### src/hw/rtl/dcg_pkg.sv
// ----------------------------------------------------------------------------
// dcg_pkg
// shared types, widths, codes and saturation helpers of the disc step unit
// ----------------------------------------------------------------------------
package dcg_pkg;

   localparam int POS_W  = 12;
   localparam int VEL_W  = 16;
   localparam int IDX_W  = 3;
   localparam int CNT_W  = 4;
   localparam int DIFF_W = 13;
   localparam int D2_W   = 26;
   localparam int R2_W   = 18;
   localparam int ROOT_W = 18;
   localparam int SQ_W   = 36;
   localparam int GAP_W  = 19;
   localparam int DV_W   = 17;
   localparam int DOT_W  = 31;
   localparam int PROD_W = 45;
   localparam int DIVD_W = 44;
   localparam int DVS_W  = 18;
   localparam int DCNT_W = 6;
   localparam int WIDE_W = 46;
   localparam int CSR_IDX_W  = 3;
   localparam int CSR_DATA_W = 11;

   // register indexes
   localparam logic [CSR_IDX_W-1:0] CSR_RIGHT_WALL    = 3'd0;
   localparam logic [CSR_IDX_W-1:0] CSR_BOTTOM_WALL   = 3'd1;
   localparam logic [CSR_IDX_W-1:0] CSR_DISC_RADIUS   = 3'd2;
   localparam logic [CSR_IDX_W-1:0] CSR_GRAVITY_STEP  = 3'd3;
   localparam logic [CSR_IDX_W-1:0] CSR_ACTIVE_COUNT  = 3'd4;

   localparam logic REQ_LOAD  = 1'b0;
   localparam logic REQ_FRAME = 1'b1;

   typedef struct packed {
      logic        [0:0]       req_type;
      logic        [IDX_W-1:0] disc_index;
      logic signed [POS_W-1:0] load_x;
      logic signed [POS_W-1:0] load_y;
      logic signed [VEL_W-1:0] load_vx;
      logic signed [VEL_W-1:0] load_vy;
   } req_item_type;

   typedef struct packed {
      logic        [IDX_W-1:0] out_index;
      logic signed [POS_W-1:0] out_x;
      logic signed [POS_W-1:0] out_y;
      logic signed [VEL_W-1:0] out_vx;
      logic signed [VEL_W-1:0] out_vy;
      logic        [0:0]       last_disc;
   } rsp_item_type;

   typedef struct packed {
      logic signed [POS_W-1:0] x;
      logic signed [POS_W-1:0] y;
      logic signed [VEL_W-1:0] vx;
      logic signed [VEL_W-1:0] vy;
   } disc_rec_type;

   typedef struct packed {
      logic [10:0] right_wall;
      logic [10:0] bottom_wall;
      logic [7:0]  disc_radius;
      logic [7:0]  gravity_step;
      logic [3:0]  active_count;
   } cfg_type;

   typedef enum logic [4:0] {
      OP_NONE, OP_LOAD_A, OP_LOAD_B, OP_MOVE, OP_DIFF, OP_SQX, OP_SQY, OP_ZERO,
      OP_SQRT, OP_GAP, OP_PROD, OP_DIV, OP_TAKE, OP_PUSH, OP_DV, OP_DOTX, OP_DOTY,
      OP_VEL, OP_WALL, OP_GRAV, OP_LOAD_OUT
   } dp_op_type;

   typedef enum logic [1:0] {SEL_PX, SEL_PY, SEL_DX, SEL_DY} div_sel_type;

   typedef enum logic [1:0] {WR_REQ, WR_A, WR_B} wr_sel_type;

   typedef struct packed {
      dp_op_type       op;
      div_sel_type     sel;
      logic [IDX_W-1:0] rd_addr;
      logic            wr_en;
      wr_sel_type      wr_sel;
      logic [IDX_W-1:0] wr_addr;
      logic [IDX_W-1:0] out_index;
      logic            out_last;
   } dp_cmd_type;

   typedef struct packed {
      logic contact;
      logic zero_dist;
      logic busy;
   } dp_status_type;

   function automatic logic signed [POS_W-1:0] sat_pos(input logic signed [WIDE_W-1:0] v);
      logic signed [WIDE_W-1:0] hi;
      logic signed [WIDE_W-1:0] lo;
      hi = 46'sd2047;
      lo = -46'sd2048;
      if (v > hi) begin
         return hi[POS_W-1:0];
      end else if (v < lo) begin
         return lo[POS_W-1:0];
      end
      return v[POS_W-1:0];
   endfunction

   // divide by 256 toward zero, then saturate
   function automatic logic signed [POS_W-1:0] trunc_pos(input logic signed [WIDE_W-1:0] v);
      logic signed [WIDE_W-1:0] q;
      q = v >>> 8;
      if (v[WIDE_W-1] && (v[7:0] != 8'd0)) begin
         q = q + 46'sd1;
      end
      return sat_pos(q);
   endfunction

   function automatic logic signed [VEL_W-1:0] sat_vel(input logic signed [WIDE_W-1:0] v);
      logic signed [WIDE_W-1:0] hi;
      logic signed [WIDE_W-1:0] lo;
      hi = 46'sd32767;
      lo = -46'sd32768;
      if (v > hi) begin
         return hi[VEL_W-1:0];
      end else if (v < lo) begin
         return lo[VEL_W-1:0];
      end
      return v[VEL_W-1:0];
   endfunction

endpackage

### src/hw/rtl/dcg_ctrl.sv
// ----------------------------------------------------------------------------
// dcg_ctrl
// frame sequencer: walks discs and pairs, issues datapath commands
// ----------------------------------------------------------------------------
module dcg_ctrl #(
   parameter int DEPTH = 8
) (
   input  logic                        clock,
   input  logic                        reset,
   input  logic                        req_valid,
   output logic                        req_stall,
   input  logic                        req_is_frame,
   output logic                        rsp_valid,
   input  logic                        rsp_stall,
   input  logic [3:0]                  active_count,
   input  dcg_pkg::dp_status_type      status,
   output dcg_pkg::dp_cmd_type         cmd
);

   typedef enum logic [4:0] {
      S_IDLE, S_RD_A, S_LAT_A, S_MOVE, S_RD_B, S_LAT_B, S_DIFF, S_SQX, S_SQY,
      S_CHECK, S_ZERO, S_SQRT, S_SQ_WAIT, S_GAP, S_PROD, S_DIV, S_DIV_WAIT,
      S_TAKE, S_PUSH, S_DV, S_DOTX, S_DOTY, S_VEL, S_WR_B, S_WALL, S_GRAV,
      S_WR_A, S_OUT_RD, S_OUT_LAT, S_OUT_WAIT
   } state_type;

   state_type                   state_ff, state_in;
   logic [dcg_pkg::CNT_W-1:0]   i_ff, i_in, j_ff, j_in, n_ff, n_in, k_ff, k_in;
   dcg_pkg::div_sel_type        sel_ff, sel_in;
   logic                        rsp_valid_ff, rsp_valid_in;
   logic [dcg_pkg::CNT_W-1:0]   n_req;
   logic [dcg_pkg::CNT_W-1:0]   i_next, j_next, k_next;

   assign n_req  = (active_count > dcg_pkg::CNT_W'(DEPTH)) ? dcg_pkg::CNT_W'(DEPTH)
                                                           : active_count;
   assign i_next = i_ff + 1'b1;
   assign j_next = j_ff + 1'b1;
   assign k_next = k_ff + 1'b1;

   always_comb begin
      state_in     = state_ff;
      i_in         = i_ff;
      j_in         = j_ff;
      n_in         = n_ff;
      k_in         = k_ff;
      sel_in       = sel_ff;
      rsp_valid_in = rsp_valid_ff;

      cmd           = '0;
      cmd.op        = dcg_pkg::OP_NONE;
      cmd.sel       = sel_ff;
      cmd.wr_sel    = dcg_pkg::WR_A;
      cmd.wr_addr   = i_ff[dcg_pkg::IDX_W-1:0];
      cmd.rd_addr   = i_ff[dcg_pkg::IDX_W-1:0];
      cmd.out_index = k_ff[dcg_pkg::IDX_W-1:0];
      cmd.out_last  = (k_next == n_ff);

      case (state_ff)
         S_IDLE: begin
            if (req_valid) begin
               if (req_is_frame) begin
                  n_in = n_req;
                  i_in = '0;
                  if (n_req != '0) begin
                     state_in = S_RD_A;
                  end
               end else begin
                  cmd.wr_en  = 1'b1;
                  cmd.wr_sel = dcg_pkg::WR_REQ;
               end
            end
         end
         S_RD_A: state_in = S_LAT_A;
         S_LAT_A: begin
            cmd.op   = dcg_pkg::OP_LOAD_A;
            state_in = S_MOVE;
         end
         S_MOVE: begin
            cmd.op   = dcg_pkg::OP_MOVE;
            j_in     = i_next;
            state_in = (i_next < n_ff) ? S_RD_B : S_WALL;
         end
         S_RD_B: begin
            cmd.rd_addr = j_ff[dcg_pkg::IDX_W-1:0];
            state_in    = S_LAT_B;
         end
         S_LAT_B: begin
            cmd.op   = dcg_pkg::OP_LOAD_B;
            state_in = S_DIFF;
         end
         S_DIFF: begin
            cmd.op   = dcg_pkg::OP_DIFF;
            state_in = S_SQX;
         end
         S_SQX: begin
            cmd.op   = dcg_pkg::OP_SQX;
            state_in = S_SQY;
         end
         S_SQY: begin
            cmd.op   = dcg_pkg::OP_SQY;
            state_in = S_CHECK;
         end
         S_CHECK: begin
            if (!status.contact) begin
               j_in     = j_next;
               state_in = (j_next < n_ff) ? S_RD_B : S_WALL;
            end else if (status.zero_dist) begin
               state_in = S_ZERO;
            end else begin
               state_in = S_SQRT;
            end
         end
         // coincident corners: shove disc i right and end its update
         S_ZERO: begin
            cmd.op   = dcg_pkg::OP_ZERO;
            state_in = S_WR_A;
         end
         S_SQRT: begin
            cmd.op   = dcg_pkg::OP_SQRT;
            state_in = S_SQ_WAIT;
         end
         S_SQ_WAIT: begin
            if (!status.busy) begin
               sel_in   = dcg_pkg::SEL_PX;
               state_in = S_GAP;
            end
         end
         S_GAP: begin
            cmd.op   = dcg_pkg::OP_GAP;
            state_in = S_PROD;
         end
         S_PROD: begin
            cmd.op   = dcg_pkg::OP_PROD;
            state_in = S_DIV;
         end
         S_DIV: begin
            cmd.op   = dcg_pkg::OP_DIV;
            state_in = S_DIV_WAIT;
         end
         S_DIV_WAIT: begin
            if (!status.busy) begin
               state_in = S_TAKE;
            end
         end
         S_TAKE: begin
            cmd.op = dcg_pkg::OP_TAKE;
            case (sel_ff)
               dcg_pkg::SEL_PX: begin
                  sel_in   = dcg_pkg::SEL_PY;
                  state_in = S_PROD;
               end
               dcg_pkg::SEL_PY: state_in = S_PUSH;
               dcg_pkg::SEL_DX: begin
                  sel_in   = dcg_pkg::SEL_DY;
                  state_in = S_PROD;
               end
               default: state_in = S_VEL;
            endcase
         end
         S_PUSH: begin
            cmd.op   = dcg_pkg::OP_PUSH;
            state_in = S_DV;
         end
         S_DV: begin
            cmd.op   = dcg_pkg::OP_DV;
            state_in = S_DOTX;
         end
         S_DOTX: begin
            cmd.op   = dcg_pkg::OP_DOTX;
            state_in = S_DOTY;
         end
         S_DOTY: begin
            cmd.op   = dcg_pkg::OP_DOTY;
            sel_in   = dcg_pkg::SEL_DX;
            state_in = S_PROD;
         end
         S_VEL: begin
            cmd.op   = dcg_pkg::OP_VEL;
            state_in = S_WR_B;
         end
         S_WR_B: begin
            cmd.wr_en   = 1'b1;
            cmd.wr_sel  = dcg_pkg::WR_B;
            cmd.wr_addr = j_ff[dcg_pkg::IDX_W-1:0];
            j_in        = j_next;
            state_in    = (j_next < n_ff) ? S_RD_B : S_WALL;
         end
         S_WALL: begin
            cmd.op   = dcg_pkg::OP_WALL;
            state_in = S_GRAV;
         end
         S_GRAV: begin
            cmd.op   = dcg_pkg::OP_GRAV;
            state_in = S_WR_A;
         end
         S_WR_A: begin
            cmd.wr_en = 1'b1;
            if (i_next < n_ff) begin
               i_in     = i_next;
               state_in = S_RD_A;
            end else begin
               k_in     = '0;
               state_in = S_OUT_RD;
            end
         end
         S_OUT_RD: begin
            cmd.rd_addr = k_ff[dcg_pkg::IDX_W-1:0];
            state_in    = S_OUT_LAT;
         end
         S_OUT_LAT: begin
            cmd.op       = dcg_pkg::OP_LOAD_OUT;
            rsp_valid_in = 1'b1;
            state_in     = S_OUT_WAIT;
         end
         S_OUT_WAIT: begin
            if (!rsp_stall) begin
               rsp_valid_in = 1'b0;
               if (k_next < n_ff) begin
                  k_in     = k_next;
                  state_in = S_OUT_RD;
               end else begin
                  state_in = S_IDLE;
               end
            end
         end
         default: state_in = S_IDLE;
      endcase
   end

   always_ff @(posedge clock) begin
      if (reset) begin
         state_ff     <= S_IDLE;
         i_ff         <= '0;
         j_ff         <= '0;
         n_ff         <= '0;
         k_ff         <= '0;
         sel_ff       <= dcg_pkg::SEL_PX;
         rsp_valid_ff <= 1'b0;
      end else begin
         state_ff     <= state_in;
         i_ff         <= i_in;
         j_ff         <= j_in;
         n_ff         <= n_in;
         k_ff         <= k_in;
         sel_ff       <= sel_in;
         rsp_valid_ff <= rsp_valid_in;
      end
   end

   assign req_stall = (state_ff != S_IDLE);
   assign rsp_valid = rsp_valid_ff;

endmodule

### config.mk
export PLATFORM = sky130hd
export DESIGN_NAME = dcg_ctrl
export DESIGN_NICKNAME = d
export VERILOG_FILES = /design/src/hw/rtl/dcg_pkg.sv /design/src/hw/rtl/dcg_ctrl.sv
export SDC_FILE = /design/constraint.sdc
export NUM_CORES = 1
export LEC_CHECK = 0
export ABC_AREA = 1
export BUFFER_PORTS_ARGS = -buffer_cell sky130_fd_sc_hd__clkbuf_2
export CORE_MARGIN = 2
export CORE_UTILIZATION = 40
export DETAILED_ROUTE_END_ITERATION = 10
export PLACE_DENSITY = 0.63
export SYNTH_ARGS = -nofsm -noshare
export SYNTH_HDL_FRONTEND = slang
export SYNTH_SLANG_ARGS = --single-unit
### constraint.sdc
create_clock -name clock -period 2.17 [get_ports clock]
set_input_delay 0 -clock clock [delete_from_list [all_inputs] [get_ports clock]]
set_output_delay 0 -clock clock [all_outputs]
set_load 0.03 [all_outputs]
After elaboration in Yosys (flattened, before gate mapping)

Cells that the tools add are included.

Flip-flop bits (word level): 24
Input port bits: 12
Output and inout port bits: 22
Logic and storage cells: 114

Add/subtract/negate cells: 3
Order comparisons: 4
Equal/unequal tests: 43
Multiplexer cells: 37
Reduce and logical (&&, ||, !) cells: 20

Operator list:

| operator            | number |
|---|---|
| $pmux 5 s28         | 1 |
| $pmux 5 s20         | 1 |
| $eq 5x5->1 const B  | 14 |
| $mux 5              | 11 |
| $eq 5x4->1 const B  | 8 |
| $mux 4              | 8 |
| $eq 5x3->1 const B  | 4 |
| $ne 2x2->1 const B  | 10 |
| $pmux 4 s2          | 2 |
| $add 4x1->4 const B | 3 |
| $lt 4x4->1          | 3 |
| $pmux 4 s3          | 1 |
| $eq 5x2->1 const B  | 2 |
| $pmux 5 s2          | 1 |
| $mux 3              | 3 |
| $pmux 2 s2          | 2 |
| $reduce_and 4->1    | 2 |
| $reduce_or 2->1     | 4 |
| $pmux 2 s3          | 1 |
| $pmux 3 s2          | 1 |
| $reduce_and 3->1    | 2 |
| $reduce_and 6->1    | 1 |
| $reduce_bool 2->1   | 3 |
| $reduce_bool 3->1   | 2 |
| 14 further kinds    | 17 |

Logic depth before layout (Yosys ltp)

Depth in word-level cells: 7
Mapped depth: 15
Mapped depth without buffers: 15

Worst setup path before layout

OpenSTA, ideal clock, no wires.

Kind: register -> output
Start: register state_ff[3]
End: output port cmd[9] in the netlist's numbering
Data arrival time: 1894 ps
Data required time: 2170 ps
Slack: 276 ps
Cell stages (with the launch flop): 8
Path buffers: 0
Cells stage by stage: dfxtp_1 > inv_1 > nand2_1 > nor2_1 > nand2_1 > inv_1 > a31oi_1 > nand2_1

RTL lines:

| what                   | line            | source |
|---|---|---|
| start, declared        | dcg_ctrl.sv:27  | `state_type state_ff, state_in;` |
| start signal, assigned | dcg_ctrl.sv:240 | `state_ff <= state_in;` |
| end, declared          | dcg_ctrl.sv:17  | `output dcg_pkg::dp_cmd_type cmd` |

Final worst setup path

Start: register j_ff[2] in the netlist's numbering
End: register state_ff[3]

Cells in the longest elaborated chain, start to end: 5

Ends and longest elaborated chain:

| what                   | line                             | source |
|---|---|---|
| start, declared        | dcg_ctrl.sv:28                   | `logic [dcg_pkg::CNT_W-1:0] i_ff, i_in, j_ff, j_in, n_ff, n_in, k_ff, k_in;` |
| start signal, assigned | dcg_ctrl.sv:242                  | `j_ff <= j_in;` |
| $add 4x1->4 *          | dcg_ctrl.sv:37                   | `assign j_next = j_ff + 1'b1;` |
| $lt 4x4->1 *           | dcg_ctrl.sv:106, dcg_ctrl.sv:186 |  |
| $mux 5 *               | dcg_ctrl.sv:106, dcg_ctrl.sv:186 |  |
| $mux 5                 | dcg_ctrl.sv:104                  | `if (!status.contact) begin` |
| $pmux 5 s28 *          | dcg_ctrl.sv:58                   | `case (state_ff)` |

Every way passes the cells marked *; elsewhere a longest branch is shown, timed or not.
A chain may end at the register's enable or synchronous reset.

==> results by group <==
Outcome
  – Status: finished, final reports clean

Timing
  – Worst hold slack: 0.0170 ns
  – Final hold violation count: 0
  – Fin crit period: 2.00 ns
  – Clock skew: 0.0169 ns
  – Final Setup Violations: 0
  – Final slew viol count: 0
  – Relative slew slack: 0.653
  – Fin crit share: 0.923
  – Tightest Pin Transition: 0.518 ns
  – Fmax: 499 MHz
  – Final worst slack: 0.167 ns

Logic synthesis
  – Count leader, synth: nand2_1
  – Syn Inst Count: 355
  – Post-synth top flop: dfxtp_1
  – Syn. warnings: 0
  – Synthesized area per cell: 5.87 sq um
  – Register bit total from synthesis: 24
  – Mapped Nets: 380
  – Synth area leader: dfxtp_1
  – Top cells by area, synth: dfxtp_1 23%, nand2_1 19%, nor2_1 9.0%
  – Netlist Area Pre-Place: 2080 sq um
  – Top post-synthesis cells by count: 104 x nand2_1, 50 x nor2_1, 44 x inv_1, 28 x nand3_1
  – Top cell type's share of synthesized area: 0.231
  – Post-synthesis sequential area ratio: 0.231
  – Netlist cell types: 29
  – EDFF count, synth: 0
  – Synth async-reset ratio: 0

Critical path
  – End point of the critical path: state_ff[3]$_SDFFE_PP0P_
  – Crit path launch type: flop
  – Crit-path max FO: 4
  – Critical path class: flop to flop
  – Worst path required time: 2.31 ns
  – R2R Setup Slk: 0.17 ns
  – Reg-to-Reg End: state_ff[3]$_SDFFE_PP0P_
  – Reg2reg start: j_ff[2]$_SDFFE_PP0P_
  – CP startpoint: j_ff[2]$_SDFFE_PP0P_
  – Worst EP arrival: 2.14 ns
  – Worst reg-to-reg path cell count: 11
  – CP Capture Type: flop

Placement
  – IO buf count: 33
  – GPL Wtd Cong: 0.982
  – Placed insts: 461
  – Setup Slack @ Placement: 0.0856 ns
  – DPL Wire Length: 5540 um

Detailed routing
  – Vias per cell: 5.21
  – Antenna Nets Post-Route: 0
  – Routed WL: 6780 um
  – Initial DRC Count: 159
  – Pre-Repair DR Iteration Count: 5
  – Via count: 2453
  – Remaining DRCs: 0
  – Per-cell routed wire length: 14.4 um

Global route
  – Pin count of the biggest net entering global routing: 21
  – Initial antenna violation count: 0
  – First-pass GRT wire length: 10800 um
  – Total grt overflow: 0
  – Total Routing Usage GR: 0.232
  – Number of global-route vias before repair: 2313

Floorplan
  – Initial Util: 0.411
  – Core Area: 5070 sq um
  – Die span in y: 76.2 um
  – Top Ports: 34
  – Die Footprint: 5800 sq um
  – Row count: 26
  – Die span in x: 76.2 um

Power
  – Leakage: 1.34 nW
  – Pwr Density: 430 nW/um^2
  – Max rail drop VDD: 0.340 mV
  – Power, Total: 0.00110 W

Final layout
  – Final core utilization: 0.502
  – Fillcell total: 560
  – # nets final: 427
  – Layout cell share with drive strength beyond 1: 0.185
  – # diodes: 0
  – Area growth syn-to-layout: 22.3%
  – Non-Filler Instances: 471

Clock tree
  – Num CTS Buffers: 3
  – # H-tree levels: 1
  – Worst-path clk slew: 0.10 ns
  – TritonCTS clock tree: built
  – Clock Sinks: 24
  – Root Driver: clkbuf_8
  – Worst-Skew Late Latency: 0.28 ns
  – Clk buf depth: 2

Flow run
  – MaxCap Viol Count: 0

Worst hold path
  – HP Class: input pin to flop
  – HP Start: rsp_stall
-- final cells by class --
class / instances / area, sq um / share of cell area
clock inverter: 1 / 30.0 / 0.0118
inverter: 49 / 184 / 0.0722
timing repair buffer: 50 / 300 / 0.118
multi-input combinational: 274 / 1420 / 0.558
sequential: 24 / 484 / 0.190
tap: 70 / 87.6 / 0.0344
clock buffer: 3 / 41.3 / 0.0162
-- worst max-delay path: stages, from the launching register on --
cell and delay, ns:
dfxtp_1 0.43, nand3_1 0.14, xnor2_1 0.19, ha_1 0.27
a21oi_1 0.20, nand2_1 0.11, nand2_1 0.09, nand3_1 0.11
nor2_4 0.11, nand3_1 0.08, nand2_1 0.07, a21oi_1 0.05
-- power breakdown --
group	switching (W)	leakage [nW]	total, W	internal, W
clock	0.000156	0.0357	0.000403	0.000247
sequential	0.00000925	0.196	0.000459	0.000450
combinational	0.000158	1.11	0.000233	0.0000753
-- stage by stage --
step	TNS, ns	instance area (sq um)
floorplan	0	2080
global placement	0	2370
detailed placement	0	2370
CTS	0	2470
global route	-0.0133	2550
finish	0	2550
-- sequential cells by signal, summed over array words and instances, names as in the netlist --
register	cells
rsp_valid	1
j_ff	4
n_ff	4
i_ff	4
k_ff	4
sel_ff	2
state_ff	5
-- cell usage in the layout (no fill, tap or decap), drive strengths merged --
master       count
a22oi            1
buf             14
nor3             8
o211ai           2
clkbuf          36
o221ai           2
nor2            51
nand2          105
xnor2            4
and2             1
inv             49
dlygate4sd3      3
o21a             1
nand3           28
nand4            9
ha              13
nand3b           2
a21oi           24
o21ai           13
xor2             2
bufinv           1
a31oi            3
a211oi           5
dfxtp           24
-- routing by layer --
metal  vias up  track usage  part of all wire
li1       1247            -                 -
met1      1098        0.283              0.43
met2        83        0.406              0.48
met3        25       0.0225             0.046
met4         0        0.118             0.041
met5         -            0                 0
-- logic make-up (layout without fill, tap and decap cells) --
logic type,after synthesis,in the layout,synth area share
adders and majority gates,13,13,0.0781
and+or+nand+nor,204,204,0.415
AOI/OAI and AO/OA,51,51,0.141
DFF,24,24,0.231
xor gates and xnor gates,6,6,0.0252
buffers and inverters,57,103,0.111
-- worst min-delay path by stage --
stage	end	slack, ns	cells past startpoint
after floorplan	n_ff[0]$_SDFFE_PP0P_	0.14	2
after global routing	rsp_valid$_SDFFE_PP0P_	0.03	3
after detailed placement	n_ff[0]$_SDFFE_PP0P_	0.26	3
after global placement	n_ff[0]$_SDFFE_PP0P_	0.25	3
after CTS	rsp_valid$_SDFFE_PP0P_	0.02	3
final	rsp_valid$_SDFFE_PP0P_	0.02	3
-- what timing repair did --
item                                    in CTS  in global routing
hold buffers                                 3                  0
gates resized for setup                      0                 15
setup buffers                                0                  3
endpoints found under the setup margin       0                  9
endpoints found under the hold margin        3                  0
Note: power is estimated with default switching activity, not from simulation.
